## src/hdl/block_run_extent_coalescer_assert.svh

```systemverilog
// ----------------------------------------------------------------------------
// Assertion macros for the block run extent coalescer
// Clocked on clk, and switched off while rst_n is low.
// ----------------------------------------------------------------------------
`ifndef BLOCK_RUN_EXTENT_COALESCER_ASSERT_SVH
`define BLOCK_RUN_EXTENT_COALESCER_ASSERT_SVH

// The consequent must hold in the same cycle as the antecedent.
`define BREC_ASSERT_NOW(lbl, ante, cons, msg) \
  lbl: assert property (@(posedge clk) disable iff (!rst_n) (ante) |-> (cons)) \
    else $error(msg);

// The consequent must hold in the cycle after the antecedent.
`define BREC_ASSERT_NEXT(lbl, ante, cons, msg) \
  lbl: assert property (@(posedge clk) disable iff (!rst_n) (ante) |=> (cons)) \
    else $error(msg);

`endif

```

## src/hdl/brec_pkg.sv

```systemverilog
// ----------------------------------------------------------------------------
// brec_pkg
// Types and constants shared by the block run extent coalescer and its
// channel interfaces.
// ----------------------------------------------------------------------------
package brec_pkg;

  localparam int BLK_W   = 48;
  localparam int BYTE_W  = 64;
  localparam int SHIFT_W = 5;

  localparam logic [BLK_W-1:0] BLK_ONES = {BLK_W{1'b1}};

  // Sector shift limits and reset value.
  localparam logic [SHIFT_W-1:0] SHIFT_MIN = 5'd12;
  localparam logic [SHIFT_W-1:0] SHIFT_MAX = 5'd16;

  // Reserved byte ranges: the first megabyte and the two mirror areas.
  localparam logic [BYTE_W-1:0] RES0_END   = 64'h0000_0000_0010_0000;
  localparam logic [BYTE_W-1:0] RES1_START = 64'h0000_0000_0400_0000;
  localparam logic [BYTE_W-1:0] RES1_END   = 64'h0000_0000_0401_0000;
  localparam logic [BYTE_W-1:0] RES2_START = 64'h0000_0040_0000_0000;
  localparam logic [BYTE_W-1:0] RES2_END   = 64'h0000_0040_0001_0000;

  typedef struct packed {
    logic [BLK_W-1:0]  disk_blk;
    logic [BLK_W-1:0]  file_blk;
    logic [BYTE_W-1:0] group_end_byte;
  } in_item_t;

  typedef struct packed {
    logic [BLK_W-1:0] ext_file_blk;
    logic [BLK_W-1:0] ext_disk_blk;
    logic [BLK_W-1:0] ext_len;
    logic             last;
  } ext_item_t;

  // Number of extents waiting in the output buffer.
  typedef logic [1:0] count_t;

endpackage

```

## src/hdl/brec_if.sv

```systemverilog
// ----------------------------------------------------------------------------
// brec channel interfaces
// Valid/ready channels for mapping words, extent words and register writes.
// ----------------------------------------------------------------------------
interface brec_in_if;
  import brec_pkg::*;
  logic     valid;
  logic     ready;
  in_item_t data;
  modport source (output valid, output data, input ready);
  modport sink (input valid, input data, output ready);
endinterface

interface brec_out_if;
  import brec_pkg::*;
  logic      valid;
  logic      ready;
  ext_item_t data;
  modport source (output valid, output data, input ready);
  modport sink (input valid, input data, output ready);
endinterface

interface brec_cfg_if;
  import brec_pkg::*;
  logic               valid;
  logic               ready;
  logic [SHIFT_W-1:0] data;
  modport source (output valid, output data, input ready);
  modport sink (input valid, input data, output ready);
endinterface

```

## src/hdl/block_run_extent_coalescer.sv

```systemverilog
// ----------------------------------------------------------------------------
// block_run_extent_coalescer
// Merges a stream of file-block to disk-sector mappings into extents,
// emitting finished runs and holes for skipped file blocks.
// ----------------------------------------------------------------------------
//
//   channel   direction  word                     handshake
//   in_word   in         one block mapping        valid/ready
//   out_word  out        one extent, last marked  valid/ready
//   cfg_word  in         sector shift register    valid/ready, always ready
//
// A mapping word is taken in every cycle while the extent words of the
// previous mapping have gone or are going in that cycle; a mapping that
// yields two extents therefore holds the input until the first has gone.
// The extents a mapping finishes appear on out_word in the cycle after it is taken.
// The throughput limit is the single output port: one extent word per cycle unless out_word stalls.
// Reset (rst_n low, synchronous) empties the output buffer, clears the run
// and removes the barrier; the sector shift returns to 12.
// A stall on out_word holds the buffered words and, once the buffer cannot
// take a further mapping, holds in_word.ready low.
// ----------------------------------------------------------------------------
module block_run_extent_coalescer (
  input  logic       clk,
  input  logic       rst_n,
  brec_in_if.sink    in_word,
  brec_out_if.source out_word,
  brec_cfg_if.sink   cfg_word
);
  import brec_pkg::*;

  // Run state. The barrier sector of all ones means that no barrier is set.
  logic [BLK_W-1:0]   run_file_start_r, run_file_start_nxt;
  logic [BLK_W-1:0]   run_disk_start_r, run_disk_start_nxt;
  logic [BLK_W-1:0]   run_length_r, run_length_nxt;
  logic [BLK_W-1:0]   barrier_block_r, barrier_block_nxt;
  logic [SHIFT_W-1:0] sector_shift_r;

  // Output buffer: ext0_r is the word on the port, ext1_r waits behind it.
  ext_item_t ext0_r, ext0_nxt;
  ext_item_t ext1_r, ext1_nxt;
  count_t    cnt_r, cnt_nxt;

  logic in_fire;
  logic out_fire;

  // Per-item evaluation signals.
  logic [SHIFT_W-1:0]  sh;
  logic [BYTE_W-1:0]   byte_pos;
  logic [BYTE_W:0]     byte_end;
  logic                touch0, touch1, touch2;
  logic                touch_any;
  logic [BYTE_W-1:0]   res_end;
  logic                past_barrier;
  logic                brk;
  logic [BLK_W:0]      run_file_end;
  logic [BLK_W:0]      run_disk_end;
  logic [BLK_W-1:0]    hole_start;
  logic                emit_run;
  logic                emit_hole;
  logic [BYTE_W-1:0]   nb_bytes;
  logic [BYTE_W-1:0]   nb_sectors;
  ext_item_t           run_ext;
  ext_item_t           hole_ext;
  count_t              n_res;

  // The buffer must be empty after this cycle's pop before a mapping enters,
  // since one mapping may leave two extents behind.
  assign in_word.ready  = (cnt_r == 2'd0) || ((cnt_r == 2'd1) && out_word.ready);
  assign in_fire        = in_word.valid && in_word.ready;
  assign out_word.valid = (cnt_r != 2'd0);
  assign out_word.data  = ext0_r;
  assign out_fire       = out_word.valid && out_word.ready;
  assign cfg_word.ready = 1'b1;

  // Out-of-range shift values are clamped to the supported sector sizes.
  always_comb begin
    if (sector_shift_r < SHIFT_MIN) begin
      sh = SHIFT_MIN;
    end else if (sector_shift_r > SHIFT_MAX) begin
      sh = SHIFT_MAX;
    end else begin
      sh = sector_shift_r;
    end
  end

  always_comb begin
    // A 48-bit sector shifted by at most 16 fits the 64-bit byte address.
    byte_pos = {{(BYTE_W-BLK_W){1'b0}}, in_word.data.disk_blk} << sh;
    byte_end = {1'b0, byte_pos} + ({{BYTE_W{1'b0}}, 1'b1} << sh);

    // A sector touches a range if it starts below the range end and its
    // byte end reaches the range start; a sector ending on the start counts.
    touch0    = (byte_pos < RES0_END);
    touch1    = (byte_pos < RES1_END) && (byte_end >= {1'b0, RES1_START});
    touch2    = (byte_pos < RES2_END) && (byte_end >= {1'b0, RES2_START});
    touch_any = touch0 || touch1 || touch2;

    if (touch0) begin
      res_end = RES0_END;
    end else if (touch1) begin
      res_end = RES1_END;
    end else begin
      res_end = RES2_END;
    end

    past_barrier = (barrier_block_r != BLK_ONES) &&
                   (in_word.data.disk_blk >= barrier_block_r);

    // Run ends are compared with one extra bit so that they never wrap.
    run_file_end = {1'b0, run_file_start_r} + {1'b0, run_length_r};
    run_disk_end = {1'b0, run_disk_start_r} + {1'b0, run_length_r};

    emit_run = (run_length_r != '0);
    brk = (emit_run && (touch_any || past_barrier)) ||
          ({1'b0, in_word.data.file_blk} > run_file_end) ||
          ({1'b0, in_word.data.disk_blk} != run_disk_end);

    // The hole starts where the finished run stops, or at the run start of
    // an empty run. A file block behind that point makes no hole.
    hole_start = emit_run ? run_file_end[BLK_W-1:0] : run_file_start_r;
    emit_hole  = (in_word.data.file_blk > hole_start);

    run_ext.ext_file_blk  = run_file_start_r;
    run_ext.ext_disk_blk  = run_disk_start_r;
    run_ext.ext_len       = run_length_r;
    run_ext.last          = !emit_hole;
    hole_ext.ext_file_blk = hole_start;
    hole_ext.ext_disk_blk = '0;
    hole_ext.ext_len      = in_word.data.file_blk - hole_start;
    hole_ext.last         = 1'b1;

    // New barrier in sectors, saturated to the no-barrier value.
    nb_bytes   = touch_any ? res_end : in_word.data.group_end_byte;
    nb_sectors = nb_bytes >> sh;

    if (brk) begin
      n_res = count_t'({1'b0, emit_run} + {1'b0, emit_hole});
    end else begin
      n_res = 2'd0;
    end
  end

  always_comb begin
    run_file_start_nxt = run_file_start_r;
    run_disk_start_nxt = run_disk_start_r;
    run_length_nxt     = run_length_r;
    barrier_block_nxt  = barrier_block_r;
    ext0_nxt           = ext0_r;
    ext1_nxt           = ext1_r;
    cnt_nxt            = cnt_r;

    if (in_fire) begin
      if (brk) begin
        run_file_start_nxt = in_word.data.file_blk;
        run_disk_start_nxt = in_word.data.disk_blk;
        run_length_nxt     = {{(BLK_W-1){1'b0}}, 1'b1};
        if (nb_sectors[BYTE_W-1:BLK_W] != '0) begin
          barrier_block_nxt = BLK_ONES;
        end else begin
          barrier_block_nxt = nb_sectors[BLK_W-1:0];
        end
      end else begin
        run_length_nxt = run_length_r + {{(BLK_W-1){1'b0}}, 1'b1};
      end
      // Any word still buffered leaves in this very cycle.
      ext0_nxt = emit_run ? run_ext : hole_ext;
      ext1_nxt = hole_ext;
      cnt_nxt  = n_res;
    end else if (out_fire) begin
      ext0_nxt = ext1_r;
      cnt_nxt  = cnt_r - 2'd1;
    end
  end

  always_ff @(posedge clk) begin
    if (!rst_n) begin
      run_file_start_r <= '0;
      run_disk_start_r <= '0;
      run_length_r     <= '0;
      barrier_block_r  <= BLK_ONES;
      sector_shift_r   <= SHIFT_MIN;
      cnt_r            <= '0;
    end else begin
      run_file_start_r <= run_file_start_nxt;
      run_disk_start_r <= run_disk_start_nxt;
      run_length_r     <= run_length_nxt;
      barrier_block_r  <= barrier_block_nxt;
      cnt_r            <= cnt_nxt;
      if (cfg_word.valid && cfg_word.ready) begin
        sector_shift_r <= cfg_word.data;
      end
    end
  end

  // Extent words carry no reset; the count says which of them are live.
  always_ff @(posedge clk) begin
    ext0_r <= ext0_nxt;
    ext1_r <= ext1_nxt;
  end

`include "block_run_extent_coalescer_assert.svh"

  // A mapping is never taken while two extents are still waiting.
  `BREC_ASSERT_NOW(a_no_overrun, in_fire, cnt_r != 2'd2, "mapping taken into a full buffer")
  // After any accepted mapping the current run holds at least that block.
  `BREC_ASSERT_NEXT(a_run_nonempty, in_fire, run_length_r != '0, "run empty after a mapping")
  // The front word of a pair is never marked as the last one.
  `BREC_ASSERT_NOW(a_pair_last, cnt_r == 2'd2, !ext0_r.last, "first word of a pair marked last")
  // Without traffic on either side the buffer fill does not change.
  `BREC_ASSERT_NEXT(a_cnt_hold, !in_fire && !out_fire, $stable(cnt_r), "buffer fill changed idle")

endmodule
```

## src/flat_wrapper.sv

```systemverilog
// flat-port wrapper written by rule: the top's interface ports become plain ports
module block_run_extent_coalescer_flat import brec_pkg::*;
  (clk, rst_n, in_word_valid, in_word_data, in_word_ready, out_word_valid, out_word_data, out_word_ready, cfg_word_valid, cfg_word_data, cfg_word_ready);
  brec_in_if in_word_i ();
  brec_out_if out_word_i ();
  brec_cfg_if cfg_word_i ();
  input  logic clk;
  input  logic rst_n;
  input wire logic [$bits(in_word_i.valid)-1:0] in_word_valid;
  input wire logic [$bits(in_word_i.data)-1:0] in_word_data;
  output wire logic [$bits(in_word_i.ready)-1:0] in_word_ready;
  output wire logic [$bits(out_word_i.valid)-1:0] out_word_valid;
  output wire logic [$bits(out_word_i.data)-1:0] out_word_data;
  input wire logic [$bits(out_word_i.ready)-1:0] out_word_ready;
  input wire logic [$bits(cfg_word_i.valid)-1:0] cfg_word_valid;
  input wire logic [$bits(cfg_word_i.data)-1:0] cfg_word_data;
  output wire logic [$bits(cfg_word_i.ready)-1:0] cfg_word_ready;
  assign in_word_i.valid = in_word_valid;
  assign in_word_i.data = in_word_data;
  assign in_word_ready = in_word_i.ready;
  assign out_word_valid = out_word_i.valid;
  assign out_word_data = out_word_i.data;
  assign out_word_i.ready = out_word_ready;
  assign cfg_word_i.valid = cfg_word_valid;
  assign cfg_word_i.data = cfg_word_data;
  assign cfg_word_ready = cfg_word_i.ready;
  block_run_extent_coalescer u_core (.clk(clk), .rst_n(rst_n), .in_word(in_word_i), .out_word(out_word_i), .cfg_word(cfg_word_i));
endmodule
```

## config.mk

```make
export PLATFORM = sky130hd
export DESIGN_NAME = block_run_extent_coalescer_flat
export DESIGN_NICKNAME = d
export VERILOG_FILES = /design/src/hdl/brec_pkg.sv /design/src/hdl/brec_if.sv /design/src/hdl/block_run_extent_coalescer.sv /design/src/flat_wrapper.sv
export VERILOG_INCLUDE_DIRS = /design/src /design/src/hdl
export SDC_FILE = /design/constraint.sdc
export NUM_CORES = 2
export LEC_CHECK = 0
export ABC_CLOCK_PERIOD_IN_PS = 6500
export BUFFER_PORTS_ARGS = -buffer_cell sky130_fd_sc_hd__clkbuf_2
export CELL_PAD_IN_SITES_DETAIL_PLACEMENT = 1
export CELL_PAD_IN_SITES_GLOBAL_PLACEMENT = 1
export CORE_ASPECT_RATIO = 1.1
export CORE_MARGIN = 5
export CORE_UTILIZATION = 43
export CTS_BUF_LIST = sky130_fd_sc_hd__clkbuf_8
export DETAILED_ROUTE_END_ITERATION = 10
export GPL_TIMING_DRIVEN = 1
export HOLD_SLACK_MARGIN = 0.06
export PLACE_DENSITY_LB_ADDON = 0.1
export RECOVER_POWER = 25
export SLEW_MARGIN = 10
export SYNTH_ARGS = -nofsm -noshare
export SYNTH_HDL_FRONTEND = slang
export SYNTH_SLANG_ARGS = --single-unit
```

## constraint.sdc

```tcl
create_clock -name clk -period 6.5 [get_ports clk]
set_input_delay 1.3 -clock clk [delete_from_list [all_inputs] [get_ports clk]]
set_output_delay 1.3 -clock clk [all_outputs]
set_load 0.02 [all_outputs]
```

==> out/results.ini <==
[layout]
final-instance-count-excl-fill = 5980
drive_above_1_share = 0.2175
finalInstanceArea_sq_mm = 0.04362
fillerInstances = 9667
final_cell_mix = 561 x nand2_1, 386 x buf_4, 336 x nor2_1
layout_commonest_cell = nand2_1
syn2layout_area_growth_pct = 24.36
nets = 5306

[timing]
slew-limit-headroom = 0.2260
min_period_ns = 6.921
fin_crit_sh = 1.065
worst_pin_slew_ns = 1.146
setup_slack_ns = -0.4214
drv_slew = 0
finalSetupViolations = 194
rsz0062_at_grt = yes
finalHoldViolCount = 0
holdWs_ns = 0.5206
fin_skew_ns = 0.05585
clock.fmax_mhz = 144.5

[detailed_routing]
avgRoutedWirePerCell_microns = 24.69
vias = 35790
drt_iter0_drc = 2133
drt_pass1_iterations = 7
drtAntennaViolNets = 0
finalWirelength_microns = 147600
drc_errors = 0
via_per_inst = 5.984

[placed_design]
gp_congestion = 0.9651
place_worst_setup_slack_ns = -0.8426
hpwl_microns = 112200
place_inst = 5766
placed_cell_area_sq_mm = 0.04009
portBuffers = 304

[clock_network]
insertion_delay_ns = 0.73
cts_inserted_buffers = 79
cts_hold_buf = 0
clk_pin_slew_ns = 0.07
cts_sinks = 440
root_buffer = clkbuf_8
cts_buffer_depth = 3
cts_tree = built
htree_levels = 3

[power]
p_comb_frac = 0.447
pwr-share-seq = 0.339
powerDensity_mw_per_mm2 = 280.8
switching_share = 0.4063
p_int_mw = 7.271
leakage_nw = 20.17
power_switching_mw = 4.976
clock_power_share = 0.214
peakVddDrop_mv = 0.1630

[floorplan]
start_util = 0.4352
die_y_microns = 309.6
die_x_microns = 282.3
num_rows = 109
core_sq_mm = 0.08060
io_pins = 318
die_area_sq_mm = 0.08739

[critical_path]
criticalPathCategory = reg -> reg
critPathCaptureType = register
slowest_stage = or4_4
required_ns = 7.04
arrival_ns = 7.46
reg2reg_slack_ns = -0.42
critPathLaunchType = register
max_stage_delay_ns = 0.45
critPathMaxFanout = 8
cp_common_cell = a211oi_2

[synthesis]
synthFlopType = edfxtp_1
yosysWarnings = 0
synth_edf_count = 241
ys_ff_latch = 440
syn_inst = 4208
syn-cell-area_sq_mm = 0.03508
synthArstFlopShare = 0
synth.distinct_cells = 101
ys_seq_area_frac = 0.3199
postSynthAreaPerCell_sq_um = 8.336

[hold_path]
hp-class = reg -> reg

[global_route]
grt_start_max_net_pins = 83
grt_usage = 0.3151
antenna_found_initial = 10
grt_pass1_vias = 36390
grt_pass1_wl_microns = 215100
grt_overflow = 0

[outcome]
status = finished, violations left
violations = negative setup slack

[flow_run]
maxCapViolations = 0

==> power groups by stage <==
stage	clock, mW	sequential (mW)	combinational, mW
floorplan	0	4.46	2.68
global placement	0	4.14	4.68
detailed placement	0	4.19	4.82
CTS	2.67	4.13	5.11
global route	2.80	4.19	5.88
finish	2.63	4.15	5.47
==> synth_stat cells (all sizes together), types with 99 or more instances <==
cell type    n  share of area
a21o       108          0.023
a21oi      345          0.050
clkbuf     152          0.016
dfxtp      199           0.11
edfxtp     241           0.21
ha         277          0.099
inv        156          0.017
mux2i      217          0.062
nand2      589          0.063
nand3      124          0.018
nor2       376          0.040
o211ai      99          0.021
o21ai      224          0.032
xnor2      106          0.026
==> cell type report <==
cell class	count	area, sq um	area share
antenna	6	15.01	0.0003442
inverter	158	604.3	0.01385
tap	1054	1319	0.03023
sequential	440	11220	0.2573
clock buffer	87	1197	0.02745
timing repair buffer	748	5540	0.1270
clock inverter	59	325.3	0.007458
multi-input combinational	3428	23400	0.5363
==> through the flow <==
step                        util  total power [mW]  setup TNS, ns
after floorplan                -             7.132              0
after global placement    0.4974             8.820        -108.08
after detailed placement  0.4974             9.008        -135.24
after CTS                 0.5270             11.92         -34.32
after global routing      0.5411             12.87        -108.33
final                     0.5412             12.25         -63.02
==> state kept, by name (all words and copies together), names as in the netlist <==
signal and cells:
u_core.barrier_block_r 48, u_core.cnt_r 2, u_core.ext1_r 96, u_core.out_word.data 145
u_core.run_disk_start_r 48, u_core.run_file_start_r 48, u_core.run_length_r 48, u_core.sector_shift_r 5
==> critical path, delay by kind of cell, from the launching register on <==
kind	cells	cell delay, ns
AO/OA/AOI/OAI	16	3.20
AND/OR/NAND/NOR	8	1.40
adder cells (fa/ha/maj)	3	0.74
buffers and inverters	5	0.66
flip-flops	1	0.33
multiplexers	1	0.22
XOR/XNOR	1	0.17
==> kinds of logic after synthesis <==
group           share of synthesized area
simple gates                       0.2051
compound gates                     0.2097
flops                              0.3199
buf+inv                           0.04598
fa+ha+maj                          0.1011
mux                               0.06899
xor+xnor                          0.04894
other cells                     0.0002141
==> worst paths after layout <==
check	startpoint	to	depth (start not counted)
worst max-delay path	u_core.run_file_start_r[0]$_SDFFE_PN0P_	u_core.run_file_start_r[13]$_SDFFE_PN0P_	34
worst min-delay path	u_core.barrier_block_r[45]$_SDFFE_PN1P_	u_core.barrier_block_r[45]$_SDFFE_PN1P_	2
worst max register to register	u_core.run_file_start_r[0]$_SDFFE_PN0P_	u_core.run_file_start_r[13]$_SDFFE_PN0P_	34
worst min register to register	u_core.barrier_block_r[45]$_SDFFE_PN1P_	u_core.barrier_block_r[45]$_SDFFE_PN1P_	2
==> routing by layer <==
| metal | vias to the layer above | part of all wire | track usage |
|---|---|---|---|
| met3 | 318 | 0.043 | 0.03635 |
| met5 | - | 0.00027 | 0 |
| met1 | 17740 | 0.40 | 0.3758 |
| li1 | 16750 | - | - |
| met4 | 6 | 0.049 | 0.1246 |
| met2 | 972 | 0.51 | 0.5777 |
==> what timing repair did <==
item                       4_1_cts  5_1_grt
gates resized for setup         97      190
setup buffers                   27       25
pin swaps                       48      101
gates cloned                     9       12
setup endpoints to repair      207      215
Note: power is estimated with default switching activity, not from simulation.
